===== src/sirpf_pkg.sv =====
// Package for the subset index remapper and pair filter.
// Holds field widths, opcode and status codes, controller states and the
// command and status structs shared by the controller and the datapath.
`timescale 1ns / 1ps
`default_nettype none

package sirpf_pkg;

  // Fixed field widths of the transaction payloads.
  localparam int unsigned IDX_W  = 16;
  localparam int unsigned OFS_W  = 16;
  localparam int unsigned CFG_W  = 11;
  localparam int unsigned CNT_W  = 17;
  localparam int unsigned ST_W   = 3;
  localparam int unsigned NEW_W  = 10;
  localparam int unsigned KEPT_W = 11;
  localparam int unsigned PAIR_W = 9;

  // Item opcodes; the fourth code is unused and refused.
  typedef enum logic [1:0] {
    OP_CLEAR = 2'd0,
    OP_KEEP  = 2'd1,
    OP_PAIR  = 2'd2
  } op_e;

  // Result status codes.
  typedef enum logic [ST_W-1:0] {
    ST_OK         = 3'd0,
    ST_REPEAT     = 3'd1,
    ST_PAIR_RANGE = 3'd2,
    ST_NOT_KEPT   = 3'd3,
    ST_DUPLICATE  = 3'd4,
    ST_KEEP_RANGE = 3'd5,
    ST_REFUSED    = 3'd6,
    ST_CLEARED    = 3'd7
  } status_e;

  // Controller states.
  typedef enum logic [2:0] {
    S_INIT,
    S_IDLE,
    S_CLEAR,
    S_EVAL,
    S_SCAN,
    S_COMMIT
  } state_e;

  // Commands from the controller to the datapath.
  typedef struct packed {
    logic load;
    logic sweep;
    logic scan_start;
    logic scan;
    logic commit;
    logic post_scan;
  } ctrl_cmd_t;

  // Status from the datapath to the controller.
  typedef struct packed {
    logic in_clear;
    logic need_scan;
    logic sweep_last;
    logic scan_done;
    logic out_free;
  } dp_sts_t;

endpackage

`default_nettype wire


===== src/sirpf_ctrl.sv =====
// Controller state machine of the subset index remapper and pair filter.
// Depends on sirpf_pkg for the state enum and the command/status structs.
`timescale 1ns / 1ps
`default_nettype none

module sirpf_ctrl
  import sirpf_pkg::*;
(
  input  wire logic      clk_i,
  input  wire logic      rst_ni,
  input  wire logic      in_valid_i,
  output logic           in_stall_o,
  input  wire dp_sts_t   sts_i,
  output ctrl_cmd_t      cmd_o
);

  state_e state_q, state_d;

  // State register; reset starts the clearing pass over the index map.
  always_ff @(posedge clk_i or negedge rst_ni) begin
    if (!rst_ni) begin
      state_q <= S_INIT;
    end else begin
      state_q <= state_d;
    end
  end

  // Next state.
  always_comb begin
    state_d = state_q;
    case (state_q)
      S_INIT: begin
        if (sts_i.sweep_last) state_d = S_IDLE;
      end
      S_IDLE: begin
        if (in_valid_i) state_d = sts_i.in_clear ? S_CLEAR : S_EVAL;
      end
      S_CLEAR: begin
        if (sts_i.sweep_last) state_d = S_EVAL;
      end
      S_EVAL: begin
        if (sts_i.need_scan) begin
          state_d = S_SCAN;
        end else if (sts_i.out_free) begin
          state_d = S_IDLE;
        end
      end
      S_SCAN: begin
        if (sts_i.scan_done) state_d = S_COMMIT;
      end
      S_COMMIT: begin
        if (sts_i.out_free) state_d = S_IDLE;
      end
      default: begin
        state_d = S_INIT;
      end
    endcase
  end

  // Commands and the input stall.
  always_comb begin
    cmd_o      = '0;
    in_stall_o = 1'b1;
    case (state_q)
      S_INIT: begin
        cmd_o.sweep = 1'b1;
      end
      S_IDLE: begin
        in_stall_o = 1'b0;
        cmd_o.load = in_valid_i;
      end
      S_CLEAR: begin
        cmd_o.sweep = 1'b1;
      end
      S_EVAL: begin
        if (sts_i.need_scan) begin
          cmd_o.scan_start = 1'b1;
        end else begin
          cmd_o.commit = sts_i.out_free;
        end
      end
      S_SCAN: begin
        cmd_o.scan = 1'b1;
      end
      S_COMMIT: begin
        cmd_o.post_scan = 1'b1;
        cmd_o.commit    = sts_i.out_free;
      end
      default: begin
        cmd_o = '0;
      end
    endcase
  end

  // A result is only committed when the output register can take it.
  a_commit_free: assert property (@(posedge clk_i) disable iff (!rst_ni)
    cmd_o.commit |-> sts_i.out_free)
    else $error("result committed while the output register is occupied");

  // Once a transaction is taken, the next one waits for its result.
  a_load_stalls: assert property (@(posedge clk_i) disable iff (!rst_ni)
    cmd_o.load |=> in_stall_o)
    else $error("input accepted again before the previous item finished");

endmodule

`default_nettype wire


===== config.mk =====
export PLATFORM = sky130hd
export DESIGN_NAME = sirpf_ctrl
export DESIGN_NICKNAME = d
export VERILOG_FILES = /design/src/sirpf_pkg.sv /design/src/sirpf_ctrl.sv
export SDC_FILE = /design/constraint.sdc
export NUM_CORES = 1
export LEC_CHECK = 0
export ABC_AREA = 1
export BUFFER_PORTS_ARGS = -buffer_cell sky130_fd_sc_hd__buf_2
export CORE_AREA = 5 5 42 44
export CTS_CLUSTER_DIAMETER = 100
export CTS_CLUSTER_SIZE = 16
export DETAILED_ROUTE_END_ITERATION = 6
export DIE_AREA = 0 0 47 49
export GPL_ROUTABILITY_DRIVEN = 1
export PLACE_DENSITY = 0.47
export SKIP_CTS_REPAIR_TIMING = 1
export SYNTH_ARGS = -nofsm -noshare
export SYNTH_HDL_FRONTEND = slang
export SYNTH_SLANG_ARGS = --single-unit

===== constraint.sdc =====
create_clock -name clk_i -period 1.5 [get_ports clk_i]
set_input_delay 0.375 -clock clk_i [delete_from_list [all_inputs] [get_ports clk_i]]
set_output_delay 0.375 -clock clk_i [all_outputs]
set_load 0.05 [all_outputs]

==> results.toml <==
[status]
run_status = "finished, violations left"
violations_in_the_final_reports = "setup timing"

[placement]
place_congestion = 0.767
placed_area_um2 = 445
numPlacedInstances = 85
post-dp-hpwl_um = 720
io_buffer_count = 14

[clock_network]
cts_buffers = 3
clkSinkCount = 3
cts_root_buf = "sky130_fd_sc_hd__clkbuf_4"
worstSkewPairLatency_ns = 0.23
h_tree_depth = 1
clock_tree_from_tritoncts = "built"
clk_pin_slew_ns = 0.04
clock_path_buffers = 2

[setup_path]
timing.critical_path.slowest_stage_cell = "sky130_fd_sc_hd__dfrtp_2"
critPathLaunchType = "flop"
worst_setup_path_end_kind = "primary output"
required_ns = 1.12
critPathBufInv = 2
cp_top_family = "flip-flops"
critical-path-max-stage-delay_ns = 0.44
worstPathMaxFanout = 5
path_cells = "inv_4 > nor3_4 > nor2_2 > nor2_4 > buf_8"
cp_data_arrival_time_ns = 1.26
setup.worst_path.class = "reg -> out"

[grt]
overall_overflow_remaining_after_global_route = 0
antenna_violations_before_repair = 0
grt_max_degree = 6
grt_pass1_wl_um = 1350
first_global_vias = 331
gr-usage-all-layers_pct = 8.17

[die]
io_pins = 15
rows = 14
die_h_um = 49
die_area_mm2 = 0.00230
floorplan.core_area_mm2 = 0.00140
initial_core_util_pct = 19.8
die_w_um = 47

[finish]
number_of_flip_flops_in_the_largest_register = 3
filler_cell_count = 160
largestRegisters = "state_q: 3 flops"
design_area_um2 = 576
layout-drive-gt1-share_pct = 56.0
layout-area-overhead-vs-synth_pct = 107
registers.top_by_ff_count = "state_q"
final_cell_count_no_fill = 91
finalCoreUtilization_pct = 41.1
number_of_inserted_diodes = 0
num-nets-final = 84

[yosys]
post_synth_and_or_nand_nor_area_fraction_pct = 59.0
synth.mux.area_fraction_pct = 0
dominant_register_cell_in_the_synthesized_netlist = "sky130_fd_sc_hd__dfrtp_1"
synth_edf_count = 0
synth_sequential_area_ratio_pct = 27.0
synth_seq_cells = 3
synth.top_cell.area_share_pct = 27.0
yosys-top-cells-area = "sky130_fd_sc_hd__dfrtp_1 (27%), sky130_fd_sc_hd__nand2_1 (22%), sky130_fd_sc_hd__nor2_1 (9.5%)"
syn-cell-area_um2 = 278
syn-num-nets = 55
synth_commonest_cells = "sky130_fd_sc_hd__nand2_1 (16), sky130_fd_sc_hd__nor2_1 (7), sky130_fd_sc_hd__inv_1 (5)"
synth_warnings = 0
post_synth_fa_ha_maj_area_fraction_pct = 0
synth_xor_xnor_area_share_pct = 0
combinational_family_with_the_most_area_after_synthesis = "simple AND/OR/NAND/NOR gates"
synth_async_sr_flop_share_pct = 100
synthMostInstantiatedCell = "sky130_fd_sc_hd__nand2_1"
synth_top_area_cell = "sky130_fd_sc_hd__dfrtp_1"
synth-compound-area-share_pct = 1.80
syn-mean-instance-area_um2 = 5.91
post_synth_inst_count = 47
yosys.cell_types.count = 14

[route]
drt-initial-drc-count = 2
vias_per_cell = 4.04
dr_total_vias = 368
remaining_drc_errors = 0
drt_pre_antenna_iters = 4
routed_wire_length_per_instance_um = 9.21
postRouteAntennaNets = 0
wirelength_um = 838

[worst_hold_path]
timing.hold.worst.class = "in -> reg"

[sta]
clock_tree_skew_after_final_layout_ns = 0.00332
worst_slack_ns = -0.132
totalNegativeSetupSlack_ns = -0.456
timing.fmax_mhz = 613
min_period_over_period_pct = 109
actual_transition_at_the_worst_max_transition_pin_ns = 0.183
setup-violations-final = 6
grt_setup_unrepaired = "yes"
relSlewSlack_pct = 87.7
post_route_minimum_period_ns = 1.63
report.final.slew_viol_count = 0
timing.final.hold_violations = 0

[flow_run]
max-cap-violations = 0

[power_and_ir_drop]
peakVddDrop_v = 0.000758
power.static_leakage_uw = 0.000315
powerDensity_mw_per_mm2 = 2450
[worst paths after layout]
path,start,endpoint,slack [ns],cells after the start
worst max register to register,state_q[1]$_DFFE_PN0P_,state_q[0]$_DFFE_PN0P_,0.19,10
worst min-delay path,sts_i[2],state_q[1]$_DFFE_PN0P_,0.44,4
max in group asynchronous,rst_ni,state_q[0]$_DFFE_PN0P_,0.91,2
min in group asynchronous,rst_ni,state_q[1]$_DFFE_PN0P_,0.47,2
worst min register to register,state_q[0]$_DFFE_PN0P_,state_q[2]$_DFFE_PN0P_,0.63,2
worst max-delay path,state_q[2]$_DFFE_PN0P_,cmd_o[1],-0.13,5
[layout make-up]
class,count,area (µm²),area share (%)
clock buffer,4,26.3,4.57
inverter,9,41.3,7.17
multi-input combinational,35,204,35.4
sequential,3,77.6,13.5
tap,16,20.0,3.48
timing repair buffer,24,206,35.9
[layout by cell type (no fill, tap or decap), drive strengths merged]
cell type / instances
buf: 23
nand3b: 1
nor3: 2
nor2: 9
a21oi: 1
inv: 8
dlygate4sd3: 1
nand2: 16
clkinv: 1
dfrtp: 3
clkbuf: 4
nand4: 1
nand3: 5
[tightest hold or removal path, delay by kind of cell]
family,cells,cell delay [ns]
AND/OR/NAND/NOR,2,0.14
buffers and inverters,2,0.11
[where the power goes]
group	switching, µW	leakage (µW)	internal [µW]
Clock	38.1	0.0000150	99.4
Sequential	58.2	0.0000352	126
Combinational	642	0.000265	446
[per-layer routing]
| layer | track usage (%) | vias up | wire length (µm) | share of wire, % |
|---|---|---|---|---|
| li1 | - | 201 | - | - |
| met1 | 9.23 | 161 | 383 | 46 |
| met2 | 12.0 | 6 | 430 | 51 |
| met3 | 4.43 | 0 | 23 | 2.7 |
| met4 | 4.15 | 0 | 0 | 0 |
| met5 | 0 | - | 0 | 0 |
[stage by stage]
stage | power, µW | hold WS [ns] | setup WS [ns]
after floorplan | 775 | 0.0794 | -0.306
after global placement | 1070 | 0.171 | -0.0695
after detailed placement | 1070 | 0.173 | -0.0723
after CTS | 1220 | -0.0749 | -0.298
after global routing | 1520 | 0.450 | -0.207
final | 1410 | 0.442 | -0.132
[kinds of logic (layout without fill, tap and decap cells)]
kind of cell           count (synthesis)  in the layout
AND/OR/NAND/NOR                       34             34
AO/OA/AOI/OAI                          1              1
buffers and inverters                  9             37
flip-flops                             3              3
Note: power is estimated with default switching activity, not from simulation.
